==> config.mk <==
export PLATFORM = sky130hd
export DESIGN_NAME = lgs_cell
export DESIGN_NICKNAME = d
export VERILOG_FILES = /design/src/rtl/lgs_pkg.sv /design/src/rtl/lgs_cell.sv
export SDC_FILE = /design/constraint.sdc
export NUM_CORES = 1
export LEC_CHECK = 0
export BUFFER_PORTS_ARGS = -buffer_cell sky130_fd_sc_hd__buf_4
export CORE_UTILIZATION = 41
export DETAILED_ROUTE_END_ITERATION = 16
export GPL_TIMING_DRIVEN = 0
export SLEW_MARGIN = 20
export SYNTH_ARGS = -nofsm -noshare
export SYNTH_HDL_FRONTEND = slang
export SYNTH_SLANG_ARGS = --single-unit
export TNS_END_PERCENT = 5
==> constraint.sdc <==
create_clock -name clock -period 15.7 [get_ports clock]
set_input_delay 3.14 -clock clock [delete_from_list [all_inputs] [get_ports clock]]
set_output_delay 3.14 -clock clock [all_outputs]
set_load 0.005 [all_outputs]
==> src/rtl/lgs_pkg.sv <==
// ----------------------------------------------------------------------------
// lgs_pkg: shared types and constants
// Widths, transaction structs and the wavefront record that moves down the
// cell chain of the longest gapped subsequence block.
// ----------------------------------------------------------------------------
package lgs_pkg;

   localparam int MAX_ITEMS   = 1024;
   localparam int HEIGHT_BITS = 48;
   localparam int GAP_BITS    = 48;
   localparam int LEN_BITS    = $clog2(MAX_ITEMS + 1);
   localparam int IDX_BITS    = $clog2(MAX_ITEMS);
   localparam int CMP_BITS    = (HEIGHT_BITS > GAP_BITS) ? HEIGHT_BITS : GAP_BITS;

   typedef struct packed {
      logic                   start_req;
      logic [HEIGHT_BITS-1:0] height;
   } req_type;

   typedef struct packed {
      logic [LEN_BITS-1:0] chain_length;
      logic [LEN_BITS-1:0] predecessor;
      logic [LEN_BITS-1:0] best_length;
      logic [LEN_BITS-1:0] best_end;
      logic                full_res;
   } rsp_type;

   // One item on its way through the cells: its slot and the best
   // candidate found so far among the cells already passed.
   typedef struct packed {
      logic                   start;
      logic                   full;
      logic [LEN_BITS-1:0]    count;
      logic [HEIGHT_BITS-1:0] height;
      logic [LEN_BITS-1:0]    cand_len;
      logic [LEN_BITS-1:0]    cand_idx;
   } wave_type;

endpackage

==> src/rtl/lgs_cell.sv <==
// ----------------------------------------------------------------------------
// lgs_cell: one storage cell of the chain
// Holds one stored element, checks the passing item against it, hands the
// updated candidate to the next cell and stores the item in its own slot.
// ----------------------------------------------------------------------------
module lgs_cell (
   input  logic                         clock,
   input  logic                         reset,
   input  logic                         advance,
   input  logic [lgs_pkg::IDX_BITS-1:0] cell_index,
   input  logic [lgs_pkg::GAP_BITS-1:0] min_gap,
   input  logic                         up_valid,
   input  lgs_pkg::wave_type            up_wave,
   output logic                         dn_valid,
   output lgs_pkg::wave_type            dn_wave
);
   import lgs_pkg::*;

   logic [HEIGHT_BITS-1:0] height_ff;
   logic [LEN_BITS-1:0]    length_ff;
   logic                   dn_valid_ff;
   logic                   dn_valid_in;
   wave_type               dn_wave_ff;
   wave_type               dn_wave_in;

   logic [HEIGHT_BITS:0]   diff_up;
   logic [HEIGHT_BITS:0]   diff_dn;
   logic [HEIGHT_BITS-1:0] abs_diff;
   logic [LEN_BITS-1:0]    slot;
   logic                   occupied;
   logic                   gap_ok;
   logic                   hit;
   logic                   store;

   assign slot     = {{(LEN_BITS - IDX_BITS){1'b0}}, cell_index};
   assign diff_up  = {1'b0, up_wave.height} - {1'b0, height_ff};
   assign diff_dn  = {1'b0, height_ff} - {1'b0, up_wave.height};
   assign abs_diff = diff_up[HEIGHT_BITS] ? diff_dn[HEIGHT_BITS-1:0]
                                          : diff_up[HEIGHT_BITS-1:0];
   assign gap_ok   = CMP_BITS'(abs_diff) >= CMP_BITS'(min_gap);
   assign occupied = up_wave.count > slot;
   // Later cells win ties: the chain is scanned in index order.
   assign hit      = up_valid && occupied && gap_ok && (length_ff >= up_wave.cand_len);
   // By the time the item reaches its own slot, every stored cell is passed.
   assign store    = advance && up_valid && !up_wave.full && (up_wave.count == slot);

   always_comb begin
      dn_valid_in = up_valid;
      dn_wave_in  = up_wave;
      if (hit) begin
         dn_wave_in.cand_len = length_ff;
         dn_wave_in.cand_idx = slot + LEN_BITS'(1);
      end
   end

   always_ff @(posedge clock) begin
      if (reset) begin
         dn_valid_ff <= 1'b0;
      end else if (advance) begin
         dn_valid_ff <= dn_valid_in;
      end
   end

   always_ff @(posedge clock) begin
      if (advance) begin
         dn_wave_ff <= dn_wave_in;
      end
      if (store) begin
         height_ff <= up_wave.height;
         length_ff <= up_wave.cand_len + LEN_BITS'(1);
      end
   end

   assign dn_valid = dn_valid_ff;
   assign dn_wave  = dn_wave_ff;

endmodule

==> impl_results.md <==
* Max Freq at 109 MHz
* Clock skew at 0.0133 ns
* Crit Path Class: input port to flip-flop
* Post-DP HPWL at 27.6 mm
* Minimum clock period at 9.16 ns
* Netlist cell types at 64
* Setup-failing EPs final at 0
* Average wire per standard cell at 17.7 µm
* Setup TNS Final at 0 ns
* Pint at 818 µW
* Worst Hold Class: flip-flop to flip-flop
* Worst EP required at 15.90 ns
* Synthesized area at 0.0121 mm²
* Post-route ant nets at 0
* Gpl congestion at 0.926
* Crit end category: flip-flop
* Ratio of cells with drive above 1 in the final layout at 20.6%
* Diodes inserted at 0
* Drt pass-1 iters at 5
* TritonCTS Buffers at 17
* Sequential power share at 38.6%
* Vias in the first global route at 10400
* Number of synthesized flops with an enable pin at 142
* DRT iter0 DRCs at 658
* Max capacitance violation total at 0
* P_leak at 0.00700 µW
* I/O pin cnt at 229
* RSZ-0062 raised after global routing: no
* Sequential share of the synthesized area at 35.5%
* Top FF cell, synth: edfxtp_1
* Status: complete, no violations
* Nets at 1884
* Fin. max-slew vios at 0
* Synth-to-Final Area Change at 23.8%
* Cell area power density at 76.9 mW/mm²
* Ranking of synthesized cells by area: edfxtp_1, ha_1, a21oi_1
* Post-CTS sizing at 0
* Count leader, synth: inv_1
* Top cells by count, synth: inv_1, ha_1, a21oi_1
* Gate count of the mapped netlist at 1317
* Drt drc at 0
* Setup crit start kind: input port
* Worst Tran Pin Value at 0.825 ns
* Tot GR Track Use at 23.4%
* Root buf cell: clkbuf_16
* # rows at 62
* Clk buf depth at 2
* Async SR Flop Fraction at 0%
* Core Region at 0.0289 mm²
* Worst-path maximum fanout at 10
* Clock Power Share at 38.1%
* Overflow after GRT at 0
* Global-route wire length before repair at 55.4 mm
* Final Hold Fails at 0
* Area share of the largest cell type after synthesis at 35.3%
* Area leader, netlist: edfxtp_1
* Crit path DAT at 9.36 ns
* Final Power at 1150 µW
* Clk_lat worst skew at 0.46 ns
* Initial antenna violation count at 0
* Crit share post-route at 58.3%
* Detail-routed via count per cell at 5.33
* Clk slew on worst S/H paths at 0.07 ns
* Via count at 10500
* TritonCTS Sinks at 143
* Synth warnings at 0
* Yosys reg bits at 143
* Combinational power share at 23.3%
* Die Y at 174 µm
* Routed Wire Length at 34.9 mm
* Largest net degree at the start of global routing at 86
* Post-CTS Setup Repair Bufs at 0
* IO buf count at 228
* Number of fill cells at 2745
* Sw Ratio at 28.9%
* Rel. slew slack at 45.0%
* Mapped Avg Cell Area at 9.17 µm²
* Die footprint at 0.0302 mm²
* Hold Buf Count CTS at 0
* Initial Util at 41.9%
* CTS tree: built
* H-tree levels at 4
* Psw at 332 µW
* Maximum VDD drop at 0.0718 mV
* Die W at 174 µm
* Synthesized Nets at 1630
## cell families after synthesis
kind of cell / share of synthesized area (%)
DFF: 35.5
AOI/OAI and AO/OA: 20.4
adders and majority gates: 17.5
muxes: 3.22
buffers and inverters: 8.27
xor gates and xnor gates: 4.57
and+or+nand+nor: 10.5
## flip-flops by register name, summed over array words and instances, names as in the netlist
register   flops
length_ff     11
dn_valid       1
dn_wave       83
height_ff     48
## worst paths after layout
kind | startpoint | end | slack (ns) | cells after the start
min | dn_valid | dn_valid | 0.47 | 2
max | up_wave[29] | dn_wave[14] | 6.54 | 27
max reg2reg | height_ff[7] | dn_wave[14] | 8.96 | 25
min reg2reg | dn_valid | dn_valid | 0.47 | 2
## placed cells by master (no fill, tap or decap), types with 3 or more instances in the layout
master	instances
a31oi_1	8
a21boi_0	3
mux2i_1	15
a221oi_1	4
buf_6	6
buf_4	234
o21ai_0	83
o21a_1	3
clkinvlp_4	3
inv_1	198
o21ai_1	4
or3_1	9
nor2_1	67
clkbuf_1	25
nand3_1	22
and3_1	5
clkbuf_16	17
o211ai_1	10
inv_6	4
a211oi_1	11
nor2b_1	14
o31ai_1	5
edfxtp_1	142
o311ai_0	3
xor2_1	16
bufinv_16	3
nor3_1	12
a21o_1	52
xnor2_1	47
ha_1	166
a21oi_1	149
nor4_1	3
nand2_1	63
o21bai_1	32
buf_2	21
nand4_1	43
nand2b_1	15
mux2_2	20
## metrics by stage
stage / utilization (%) / hold slack [ns] / setup slack (ns) / std cells / instance area, µm²
floorplan: - / 0.460 / 7.29 / 1317 / 12100
global placement: 49.5 / 0.459 / 3.96 / 1929 / 14300
detailed placement: 49.7 / 0.461 / 6.12 / 1936 / 14300
CTS: 51.8 / 0.472 / 6.58 / 1968 / 14900
global route: 51.8 / 0.478 / 6.26 / 1968 / 15000
finish: 51.8 / 0.470 / 6.54 / 1968 / 15000
## power by group through the flow
stage / Sequential, µW / Clock [µW] / Combinational, µW
2_1_floorplan: 454 / 0 / 147
6_report: 444 / 438 / 268
4_1_cts: 444 / 449 / 269
3_5_place_dp: 452 / 0 / 267
3_3_place_gp: 451 / 0 / 263
5_1_grt: 445 / 463 / 299
## worst max-delay path, stage by stage
cell and delay [ns]:
buf_4 0.10, inv_1 0.04, ha_1 0.26, clkbuf_1 0.34
nand2_1 0.09, o21ai_0 0.44, a221oi_2 0.16, o211a_1 0.26
nor2_1 0.24, a311o_1 0.41, buf_6 0.21, buf_6 0.19
buf_6 0.20, nand2_1 0.08, nand2_1 0.09, xnor2_1 0.15
ha_1 0.29, a21o_1 0.19, a21o_1 0.18, a21oi_1 0.27
o21ai_0 0.20, or4_1 0.50, a21oi_1 0.15, o21ai_0 0.22
nand2_1 0.22, buf_2 0.33, mux2_2 0.38
## metal layers
layer / global-route usage, % / vias up / part of all wire [%]
met5: 0 / - / 0
met2: 36.9 / 355 / 45
met1: 31.2 / 4908 / 46
met3: 7.13 / 30 / 8.0
li1: - / 5200 / -
met4: 5.59 / 0 / 1.4
## cell type report
class                      instances  area (µm²)  area share [%]
sequential                       143        4280            28.7
clock buffer                      19         443            2.96
buffer                            51         255            1.71
multi-input combinational        925        6800            45.5
clock inverter                    13         175            1.17
tap                              384         480            3.21
timing repair buffer             235        1770            11.8
inverter                         198         743            4.97
Note: power is estimated with default switching activity, not from simulation.
