File: config.mk
export PLATFORM = sky130hd
export DESIGN_NAME = lgs_tail
export DESIGN_NICKNAME = d
export VERILOG_FILES = /design/src/rtl/lgs_pkg.sv /design/src/rtl/lgs_tail.sv
export SDC_FILE = /design/constraint.sdc
export NUM_CORES = 1
export LEC_CHECK = 0
export ABC_AREA = 1
export BUFFER_PORTS_ARGS = -buffer_cell sky130_fd_sc_hd__buf_2
export CELL_PAD_IN_SITES_DETAIL_PLACEMENT = 1
export CELL_PAD_IN_SITES_GLOBAL_PLACEMENT = 1
export CORE_MARGIN = 3
export CORE_UTILIZATION = 32
export DETAILED_ROUTE_END_ITERATION = 6
export HOLD_SLACK_MARGIN = 0.02
export PLACE_DENSITY_LB_ADDON = 0.1
export SYNTH_ARGS = -nofsm -noshare
export SYNTH_HDL_FRONTEND = slang
export SYNTH_SLANG_ARGS = --single-unit
File: constraint.sdc
create_clock -name clock -period 3.54 [get_ports clock]
set_clock_uncertainty 0.1 [all_clocks]
set_input_delay 0.708 -clock clock [delete_from_list [all_inputs] [get_ports clock]]
set_output_delay 0.708 -clock clock [all_outputs]
set_load 0.02 [all_outputs]
File: src/rtl/lgs_pkg.sv
// ----------------------------------------------------------------------------
// lgs_pkg: shared types and constants
// Widths, transaction structs and the wavefront record that moves down the
// cell chain of the longest gapped subsequence block.
// ----------------------------------------------------------------------------
package lgs_pkg;

   localparam int MAX_ITEMS   = 1024;
   localparam int HEIGHT_BITS = 48;
   localparam int GAP_BITS    = 48;
   localparam int LEN_BITS    = $clog2(MAX_ITEMS + 1);
   localparam int IDX_BITS    = $clog2(MAX_ITEMS);
   localparam int CMP_BITS    = (HEIGHT_BITS > GAP_BITS) ? HEIGHT_BITS : GAP_BITS;

   typedef struct packed {
      logic                   start_req;
      logic [HEIGHT_BITS-1:0] height;
   } req_type;

   typedef struct packed {
      logic [LEN_BITS-1:0] chain_length;
      logic [LEN_BITS-1:0] predecessor;
      logic [LEN_BITS-1:0] best_length;
      logic [LEN_BITS-1:0] best_end;
      logic                full_res;
   } rsp_type;

   // One item on its way through the cells: its slot and the best
   // candidate found so far among the cells already passed.
   typedef struct packed {
      logic                   start;
      logic                   full;
      logic [LEN_BITS-1:0]    count;
      logic [HEIGHT_BITS-1:0] height;
      logic [LEN_BITS-1:0]    cand_len;
      logic [LEN_BITS-1:0]    cand_idx;
   } wave_type;

endpackage

File: src/rtl/lgs_tail.sv
// ----------------------------------------------------------------------------
// lgs_tail: end of the cell chain
// Finishes the chain length, tracks the best chain of the sequence and holds
// the result transaction in the output register.
// ----------------------------------------------------------------------------
module lgs_tail (
   input  logic              clock,
   input  logic              reset,
   input  logic              up_valid,
   input  lgs_pkg::wave_type up_wave,
   output logic              advance,
   output logic              rsp_valid,
   input  logic              rsp_ready,
   output lgs_pkg::rsp_type  rsp_data
);
   import lgs_pkg::*;

   logic                rsp_valid_ff;
   logic                rsp_valid_in;
   rsp_type             rsp_data_ff;
   rsp_type             rsp_data_in;
   logic [LEN_BITS-1:0] best_len_ff;
   logic [LEN_BITS-1:0] best_len_in;
   logic [LEN_BITS-1:0] best_idx_ff;
   logic [LEN_BITS-1:0] best_idx_in;
   logic [LEN_BITS-1:0] len;
   logic [LEN_BITS-1:0] base_len;
   logic [LEN_BITS-1:0] base_idx;

   assign advance  = !rsp_valid_ff || rsp_ready;
   assign len      = up_wave.cand_len + LEN_BITS'(1);
   assign base_len = up_wave.start ? '0 : best_len_ff;
   assign base_idx = up_wave.start ? '0 : best_idx_ff;

   always_comb begin
      best_len_in = best_len_ff;
      best_idx_in = best_idx_ff;
      if (up_valid) begin
         best_len_in = base_len;
         best_idx_in = base_idx;
         if (!up_wave.full && (len > base_len)) begin
            best_len_in = len;
            best_idx_in = up_wave.count + LEN_BITS'(1);
         end
      end
   end

   always_comb begin
      rsp_valid_in              = up_valid;
      rsp_data_in.chain_length  = len;
      rsp_data_in.predecessor   = up_wave.cand_idx;
      rsp_data_in.best_length   = best_len_in;
      rsp_data_in.best_end      = best_idx_in;
      rsp_data_in.full_res      = up_wave.full;
   end

   always_ff @(posedge clock) begin
      if (reset) begin
         rsp_valid_ff <= 1'b0;
         best_len_ff  <= '0;
         best_idx_ff  <= '0;
      end else if (advance) begin
         rsp_valid_ff <= rsp_valid_in;
         best_len_ff  <= best_len_in;
         best_idx_ff  <= best_idx_in;
      end
   end

   always_ff @(posedge clock) begin
      if (advance && up_valid) begin
         rsp_data_ff <= rsp_data_in;
      end
   end

   assign rsp_valid = rsp_valid_ff;
   assign rsp_data  = rsp_data_ff;

endmodule

==> flow_summary.toml, run 1 <==
[pwr]
p_int_mw = 1.37
clockPowerShare_pct = 32.2
comb_power_share_pct = 19.9
p_sw_uw = 579
switching_share_pct = 29.8
pwr_density_cell_nw_per_um2 = 437
p_leak_nw = 2.08
power_mw = 1.94
p_seq_share_pct = 47.9
ir_worst_vdd_uv = 154

[place]
post-dp-hpwl_um = 7480
placedInstanceArea_um2 = 4270
io_buffers = 85
gp_congestion = 0.782
place_worst_setup_slack_ns = 0.000736
dp_cells = 661

[timing]
rsz0062_at_grt = "false"
period_share_pct = 89.4
setup_viol = 0
period_needed_ns = 3.17
slew_headroom_pct = 45.1
report.final.hold_viol_count = 0
worst_slew_pin_slew_ns = 0.823
final.setup.tns_ns = 0
fin_ws_ns = 0.375
fmax_mhz = 316
finalMaxSlewViolations = 0

[finish]
final_common_cell = "nand2_1"
seq_area_um2 = 1810
layout_common_cells = "150 x nand2_1, 85 x buf_2, 53 x nand3_1, 45 x edfxtp_1, 38 x inv_1"
n_antenna_cell = 0
nNetsFinal = 632
final_area_um2 = 4450
areaGrowthSynthToFinish_pct = 23.9
multi_input_area_um2 = 1530
nFillCells = 1347
stdcell_count = 677
layout-drive-gt1-share_pct = 23.5

[clock_tree]
cts_sinks = 68
holdBufCountCts = 0
ctsLongestPathBuffers = 2
cts_buffers = 9
clkLatencyLatePin_ns = 0.35
cts-root-buf = "clkbuf_8"
tritoncts = "yes"
cts_setup_buffers = 0
cts_resized = 0
clkTransAtPathRegs_ns = 0.07
htree_levels = 3

[global_route]
grt_overflow = 0
grt_util_met3_pct = 2.93
busiest_layer = "met2"
grt_pass1_wl_um = 17500
grt_pass1_vias = 3459
grtUsageMet1_pct = 24.4
use_met2_pct = 27.7
grt_start_max_net_pins = 47
antenna_found_initial = 0
gr-usage-all-layers_pct = 17.6

[setup_path]
crit_chain = "buf_2, ha_1, nand2_1, nor2_1, nand2_1, xor2_1, inv_1, ha_1, nand2_1, nor2_2, nand2_2, inv_2, nand2_1, nand3_2, buf_4, nand3_1, nand3_1, o21ai_0"
reg2reg_from = "best_len_ff[6]"
slowest_delay_ns = 0.31
cp-startpoint = "up_wave[11]"
critPathRequiredTime_ns = 3.52
cpMostUsedCell = "nand2_1"
critical_path_peak_fanout = 16
setup.worst_path.class = "in -> reg"
critPathLaunchType = "primary input"
reg2reg_depth = 12
end_kind = "register"
cp_slowest_cell = "ha_1"
arrival_ns = 3.14

[detailed_routing]
routed_wl_um = 10500
drc_errors = 0
drtIter0Drc = 105
drt_pre_antenna_iters = 4
wl_per_cell_um = 15.5
ant_nets = 0
viasPerCell = 4.86
vias = 3292

[hold_path]
min_from = "best_len_ff[0]"
hold_class = "reg -> reg"
hold_depth = 2

[floorplanning]
die_h_um = 112
core_area_um2 = 10900
dieWidth_um = 112
rows = 38
die_area_um2 = 12500
ioPinCount = 134
start_util_pct = 33.0

[synthesis]
netlist.top_cell.by_area = "edfxtp_1"
yosys_warnings = 0
syn-cell-area_um2 = 3600
yosysSeqAreaShare_pct = 50.4
synth.area.top_cells = "edfxtp_1 38%, nand2_1 16%, dfxtp_1 13%, nand3_1 7.4%, ha_1 4.5%"
syn_inst = 437
synth_top_area_share_pct = 37.6
synth_nets = 537
synth-seq-cells = 68
ys_types = 26
syn_avg_cell_area_um2 = 8.23

[job]
cap_violations = 0

[outcome]
outcome = "complete, no violations"
## flip-flops by register name, summed over array words and instances (netlist names)
register / count
rsp_data: 45
best_len_ff: 11
rsp_valid: 1
best_idx_ff: 11
## cells in the mapped netlist
| cell type | instances |
|---|---|
| a21o_1 | 1 |
| a21oi_1 | 26 |
| buf_1 | 5 |
| buf_2 | 3 |
| buf_4 | 1 |
| buf_6 | 3 |
| clkbuf_1 | 9 |
| dfxtp_1 | 23 |
| edfxtp_1 | 45 |
| ha_1 | 13 |
| inv_1 | 38 |
| inv_2 | 2 |
| nand2_1 | 150 |
| nand2_2 | 1 |
| nand2_4 | 1 |
| nand3_1 | 53 |
| nand3_2 | 1 |
| nand3b_1 | 1 |
| nand4_1 | 24 |
| nor2_1 | 20 |
| nor2_2 | 1 |
| o211ai_1 | 1 |
| o21ai_0 | 3 |
| o21bai_2 | 1 |
| xnor2_1 | 2 |
| xor2_1 | 9 |
## layout make-up
type                    count  share of cell area, %
multi-input cells         308                   34.4
well taps                 140                   3.93
clock buffers              11                   2.95
clock inverters             5                   1.18
repair buffers            105                   13.5
inverters                  40                   3.37
flip-flops and latches     68                   40.7
## power by group through the flow
stage | Sequential (mW) | Clock [mW] | Combinational [mW]
after floorplan | 1.00 | 0 | 0.186
after global placement | 0.948 | 0 | 0.381
after detailed placement | 0.949 | 0 | 0.391
after CTS | 0.932 | 0.650 | 0.393
after global routing | 0.937 | 0.687 | 0.439
final | 0.931 | 0.627 | 0.387
## worst paths after layout
path | endpoint | slack, ns
max | rsp_data[12] | 0.37
min reg2reg | best_len_ff[0] | 0.37
min | best_len_ff[0] | 0.37
max reg2reg | rsp_data[12] | 1.23
## through the flow
step	hold slack, ns	util, %
finish	0.374	40.9
global route	0.408	40.9
CTS	0.374	40.9
detailed placement	0.363	39.2
global placement	0.352	39.2
floorplan	0.345	-
## worst max-delay path, delay by kind of cell
kind / cells / cell delay [ns]
adder cells (fa/ha/maj): 2 / 0.54
buffers and inverters: 4 / 0.56
AO/OA/AOI/OAI: 1 / 0.09
XOR/XNOR: 1 / 0.22
AND/OR/NAND/NOR: 10 / 1.01
## routing by layer
layer / vias up / share of wire (%)
li1: 1651 / -
met1: 1533 / 51
met2: 93 / 43
met3: 15 / 4.6
met4: 0 / 1.8
met5: - / 0
## cell families (layout without fill, tap and decap cells)
group	after synthesis	after routing	share of synthesized area (%)
simple gates	252	252	30.4
flops	68	68	50.4
buf+inv	61	161	7.20
compound gates	32	32	4.77
fa+ha+maj	13	13	4.52
xor+xnor	11	11	2.68
No activity file was read; power rests on OpenSTA's default activity.
==> inputs of run 2 (changes only) <==
--- a/config.mk
+++ b/config.mk
@@ -6,6 +6,7 @@
 export NUM_CORES = 1
 export LEC_CHECK = 0
 export ABC_AREA = 1
+export ABC_CLOCK_PERIOD_IN_PS = 3540
 export BUFFER_PORTS_ARGS = -buffer_cell sky130_fd_sc_hd__buf_2
 export CELL_PAD_IN_SITES_DETAIL_PLACEMENT = 1
 export CELL_PAD_IN_SITES_GLOBAL_PLACEMENT = 1
@@ -14,6 +15,7 @@
 export DETAILED_ROUTE_END_ITERATION = 6
 export HOLD_SLACK_MARGIN = 0.02
 export PLACE_DENSITY_LB_ADDON = 0.1
+export RECOVER_POWER = 50
 export SYNTH_ARGS = -nofsm -noshare
 export SYNTH_HDL_FRONTEND = slang
 export SYNTH_SLANG_ARGS = --single-unit
==> run 2 against run 1 <==
Effect of this change: sequential share of layout area is 0.30 points higher; highest routed layer unchanged; die area unchanged; sequential cell count unchanged; critical path type unchanged; fmax is 0.30% higher.
==> flow_summary.toml, run 2 (synthesis results as in run 1) <==
[outcome]
outcome = "complete, no violations"

[timing]
setup_viol = 0
rsz0062_at_grt = "false"
worst_slew_pin_slew_ns = 1.25
slew_headroom_pct = 17.0
period_needed_ns = 3.16
fmax_mhz = 317
fin_ws_ns = 0.384
finalMaxSlewViolations = 0
fin_hold_ws_ns = 0.374
final.setup.tns_ns = 0
report.final.hold_viol_count = 0
period_share_pct = 89.1

[finish]
largest_reg_flops = 45
layout_common_cells = "150 x nand2_1, 67 x buf_2, 53 x nand3_1, 45 x edfxtp_1, 38 x inv_1"
final_area_um2 = 4420
layout-drive-gt1-share_pct = 19.7
final_common_cell = "nand2_1"
n_antenna_cell = 0
nNetsFinal = 632
areaGrowthSynthToFinish_pct = 23.0

[global_route]
gr-usage-all-layers_pct = 17.6
grt_overflow = 0
antenna_found_initial = 0
grt_pass1_wl_um = 17500
grt_start_max_net_pins = 47
grt_pass1_vias = 3459

[setup_path]
reg2reg_from = "best_len_ff[6]"
r2r_end = "rsp_data[12]"
crit_buf_inv = 4
cp-startpoint = "up_wave[11]"
crit_chain = "buf_2, ha_1, nand2_1, nor2_1, nand2_1, xor2_1, inv_1, ha_1, nand2_1, nor2_2, nand2_2, inv_2, nand2_1, nand3_2, buf_4, nand3_1, nand3_1, o21ai_0"
critical_path_peak_fanout = 16
cp_top_family = "simple AND/OR/NAND/NOR gates"
cpMostUsedCell = "nand2_1"
critPathRequiredTime_ns = 3.52
slowest_delay_ns = 0.31
critPathLaunchType = "primary input"
cp.depth = 18
cp_slowest_cell = "ha_1"
end_kind = "register"
arrival_ns = 3.13
crit_path_end = "rsp_data[12]"
ff2ff_setup_slack_ns = 1.25
reg2reg_depth = 12
setup.worst_path.class = "in -> reg"

[pwr]
ir_worst_vdd_uv = 154
p_leak_nw = 2.02
pwr_density_cell_nw_per_um2 = 439

[detailed_routing]
drt_pre_antenna_iters = 4
wl_per_cell_um = 15.5
viasPerCell = 4.83
drc_errors = 0
ant_nets = 0
drtIter0Drc = 112
routed_wl_um = 10500
vias = 3272

[clock_tree]
holdBufCountCts = 0
cts_buffers = 9
htree_levels = 3
ctsLongestPathBuffers = 2
cts_setup_buffers = 0
cts-root-buf = "clkbuf_8"
cts_resized = 0
clkTransAtPathRegs_ns = 0.07
cts_sinks = 68
clkLatencyLatePin_ns = 0.35
tritoncts = "yes"

[floorplanning]
die_area_um2 = 12500
dieWidth_um = 112
start_util_pct = 33.0
die_h_um = 112
rows = 38
ioPinCount = 134
core_area_um2 = 10900

[job]
cap_violations = 0

[place]
placedInstanceArea_um2 = 4270
place_worst_setup_slack_ns = 0.000736
post-dp-hpwl_um = 7480
io_buffers = 85
gp_congestion = 0.782

[hold_path]
hold_class = "reg -> reg"
## run 2: changes by cell type in the layout (fill, tap and decap cells not counted)
cell      change
clkbuf_1     +20
buf_2        -18
buf_4         -4
clkbuf_2      +1
clkbuf_4      +1
## run 2: worst min path at each step
stage / startpoint / end / slack, ns / cells past startpoint
after global placement: best_len_ff[0] / best_len_ff[0] / 0.35 / 2
after CTS: best_len_ff[0] / best_len_ff[0] / 0.37 / 2
final: best_len_ff[0] / best_len_ff[0] / 0.37 / 2
after global routing: best_idx_ff[6] / best_idx_ff[6] / 0.41 / 2
after detailed placement: best_len_ff[0] / best_len_ff[0] / 0.36 / 2
after floorplan: best_len_ff[0] / best_len_ff[0] / 0.35 / 2
## run 2: where the power goes
| part | switching, mW | internal (mW) | leakage (nW) | total, mW |
|---|---|---|---|---|
| Combinational | 0.255 | 0.126 | 1.29 | 0.381 |
| Sequential | 0.0203 | 0.912 | 0.631 | 0.933 |
| Clock | 0.303 | 0.323 | 0.0947 | 0.625 |
## run 2: cell type report
| cell class | instances | area, µm² |
|---|---|---|
| Inverter | 40 | 150 |
| Clock buffer | 11 | 131 |
| Sequential cell | 68 | 1810 |
| Multi-Input combinational cell | 308 | 1530 |
| Timing Repair Buffer | 105 | 568 |
| Clock inverter | 5 | 52.6 |
| Fill cell | 1351 | 6470 |
| Tap cell | 140 | 175 |
## run 2: metrics by stage
| stage | utilization (%) | total power, mW | std cells |
|---|---|---|---|
| floorplan | - | 1.19 | 437 |
| global placement | 39.2 | 1.33 | 661 |
| detailed placement | 39.2 | 1.34 | 661 |
| CTS | 40.9 | 1.98 | 677 |
| global route | 40.6 | 2.06 | 677 |
| finish | 40.6 | 1.94 | 677 |
## run 2: per-layer routing
layer / vias up / share of wire (%) / GRT usage, %
met5: - / 0 / 0
met4: 0 / 1.6 / 6.57
met3: 14 / 4.6 / 2.93
met2: 87 / 43 / 27.7
met1: 1522 / 51 / 24.4
li1: 1649 / - / -
## run 2: worst register-to-register path: stages, from the launching register on
cell,delay (ns)
dfxtp_1,0.36
nand2_1,0.10
ha_1,0.33
nand2_1,0.08
nor2_1,0.17
nand2_2,0.09
inv_2,0.05
nand2_1,0.06
nand3_2,0.10
buf_4,0.24
nand3_1,0.15
nand3_1,0.11
o21ai_0,0.09
==> inputs of run 3 (changes only) <==
--- a/config.mk
+++ b/config.mk
@@ -11,9 +11,11 @@
 export CELL_PAD_IN_SITES_DETAIL_PLACEMENT = 1
 export CELL_PAD_IN_SITES_GLOBAL_PLACEMENT = 1
 export CORE_MARGIN = 3
-export CORE_UTILIZATION = 32
+export CORE_UTILIZATION = 33
+export CTS_BUF_LIST = sky130_fd_sc_hd__clkbuf_4
 export DETAILED_ROUTE_END_ITERATION = 6
 export HOLD_SLACK_MARGIN = 0.02
+export MAX_ROUTING_LAYER = met4
 export PLACE_DENSITY_LB_ADDON = 0.1
 export RECOVER_POWER = 50
 export SYNTH_ARGS = -nofsm -noshare
==> run 3 against run 2 <==
Effect of this change: worst setup slack better by 0.16 ns; sequential share of layout area up 0.79 points; register-to-register slack worse by 0.02 ns; final cell count down 0.74%; die area decreased by 2.9%.
==> flow_summary.toml, run 3 (synthesis results as in run 1) <==
[timing]
rsz0062_at_grt = "false"
worst_slew_pin_slew_ns = 1.22
report.final.hold_viol_count = 0
period_share_pct = 84.6
setup_viol = 0
slew_headroom_pct = 18.5
finalMaxSlewViolations = 0
period_needed_ns = 3.00
final.setup.tns_ns = 0
fmax_mhz = 334

[finish]
stdcell_count = 672
nFillCells = 1321
final_common_cell = "nand2_1"
multi_input_area_um2 = 1530
nNetsFinal = 631
areaGrowthSynthToFinish_pct = 20.6
n_antenna_cell = 0
seq_area_um2 = 1810
layout_common_cells = "150 x nand2_1, 73 x buf_2, 53 x nand3_1, 45 x edfxtp_1, 38 x inv_1"
layout-drive-gt1-share_pct = 20.9
largest_reg_flops = 45

[place]
post-dp-hpwl_um = 7540
gp_congestion = 0.810
io_buffers = 85
dp_cells = 656

[setup_path]
setup.worst_path.class = "in -> reg"
cp-startpoint = "up_wave[11]"
end_kind = "register"
critical_path_peak_fanout = 21
arrival_ns = 3.07
slowest_delay_ns = 0.30
critPathLaunchType = "primary input"
reg2reg_from = "best_len_ff[6]"
cp_slowest_cell = "ha_1"
cpMostUsedCell = "nand2_1"
crit_chain = "buf_2, ha_1, nand2_1, inv_1, a21o_1, nand2_1, inv_1, ha_1, nand2_1, nor2_1, nand2_2, inv_2, nand2_1, nand3_2, buf_4, nand3_1, nand3_1, nand2_1"
critPathRequiredTime_ns = 3.61

[clock_tree]
clkLatencyLatePin_ns = 0.42
cts_resized = 0
cts_setup_buffers = 0
cts_buffers = 9
clkTransAtPathRegs_ns = 0.12
htree_levels = 3
tritoncts = "yes"
cts_sinks = 68
cts-root-buf = "clkbuf_4"
holdBufCountCts = 0
ctsLongestPathBuffers = 2

[detailed_routing]
vias = 3254
ant_nets = 0
wl_per_cell_um = 15.5
drt_pre_antenna_iters = 4
routed_wl_um = 10400
drc_errors = 0
drtIter0Drc = 100
viasPerCell = 4.84

[job]
cap_violations = 0

[pwr]
ir_worst_vdd_uv = 178
pwr_density_cell_nw_per_um2 = 419
p_leak_nw = 2.00

[floorplanning]
ioPinCount = 134
rows = 37
die_area_um2 = 12200
dieWidth_um = 110
start_util_pct = 34.4
die_h_um = 110
core_area_um2 = 10500

[global_route]
grt_start_max_net_pins = 47
gr-usage-all-layers_pct = 18.8
grt_pass1_wl_um = 16800
grt_overflow = 0
grt_pass1_vias = 3399
antenna_found_initial = 0

[hold_path]
min_from = "up_wave[10]"
hold_class = "in -> reg"

[outcome]
outcome = "complete, no violations"
[run 3: changes by cell type in the layout (fill, tap and decap cells not counted), sizes merged]
cell      previous run  this run
clkbuf              33        26
clkinvlp             0         1
buf                 83        88
[run 3: area by class of cell]
class | instances | area share, %
inverters | 40 | 3.46
flip-flops and latches | 68 | 41.8
repair buffers | 104 | 12.5
clock buffers | 10 | 1.73
multi-input cells | 308 | 35.3
clock inverters | 6 | 1.27
well taps | 136 | 3.92
[run 3: report_power, final]
part / leakage [nW] / internal (mW) / switching (mW)
logic: 1.30 / 0.121 / 0.254
registers: 0.631 / 0.912 / 0.0204
clock network: 0.0712 / 0.216 / 0.293
total: 2.00 / 1.25 / 0.568
[run 3: final timing paths]
check                                 endpoint  slack, ns  cells past startpoint
worst max-delay path              rsp_data[10]       0.54                     18
worst min-delay path              rsp_data[33]       0.36                      1
worst max register to register    rsp_data[10]       1.23                     12
worst min register to register  best_len_ff[0]       0.37                      2
[run 3: through the flow]
step                      utilization (%)  total power, mW  hold slack (ns)  cell area [µm²]  worst slack, ns
after floorplan                         -             1.19            0.345             3600            0.501
after global placement               40.5             1.32            0.352             4230            0.120
after detailed placement             40.5             1.33            0.360             4230           0.0399
after CTS                            41.7             1.84            0.342             4360            0.519
after global routing                 41.5             1.92            0.334             4340            0.282
final                                41.5             1.82            0.364             4340            0.544
[run 3: worst max-delay path: cells and delay by family]
family | cells | cell delay, ns
AND/OR/NAND/NOR | 10 | 1.04
buffers and inverters | 5 | 0.60
adder cells (fa/ha/maj) | 2 | 0.55
AO/OA/AOI/OAI | 1 | 0.18
[run 3: layer usage]
metal	wire [µm]	global-route usage, %	vias up
li1	-	-	1644
met1	5300	24.8	1513
met2	4510	29.4	84
met3	494	3.09	13
met4	131	6.33	0
met5	0	-	-
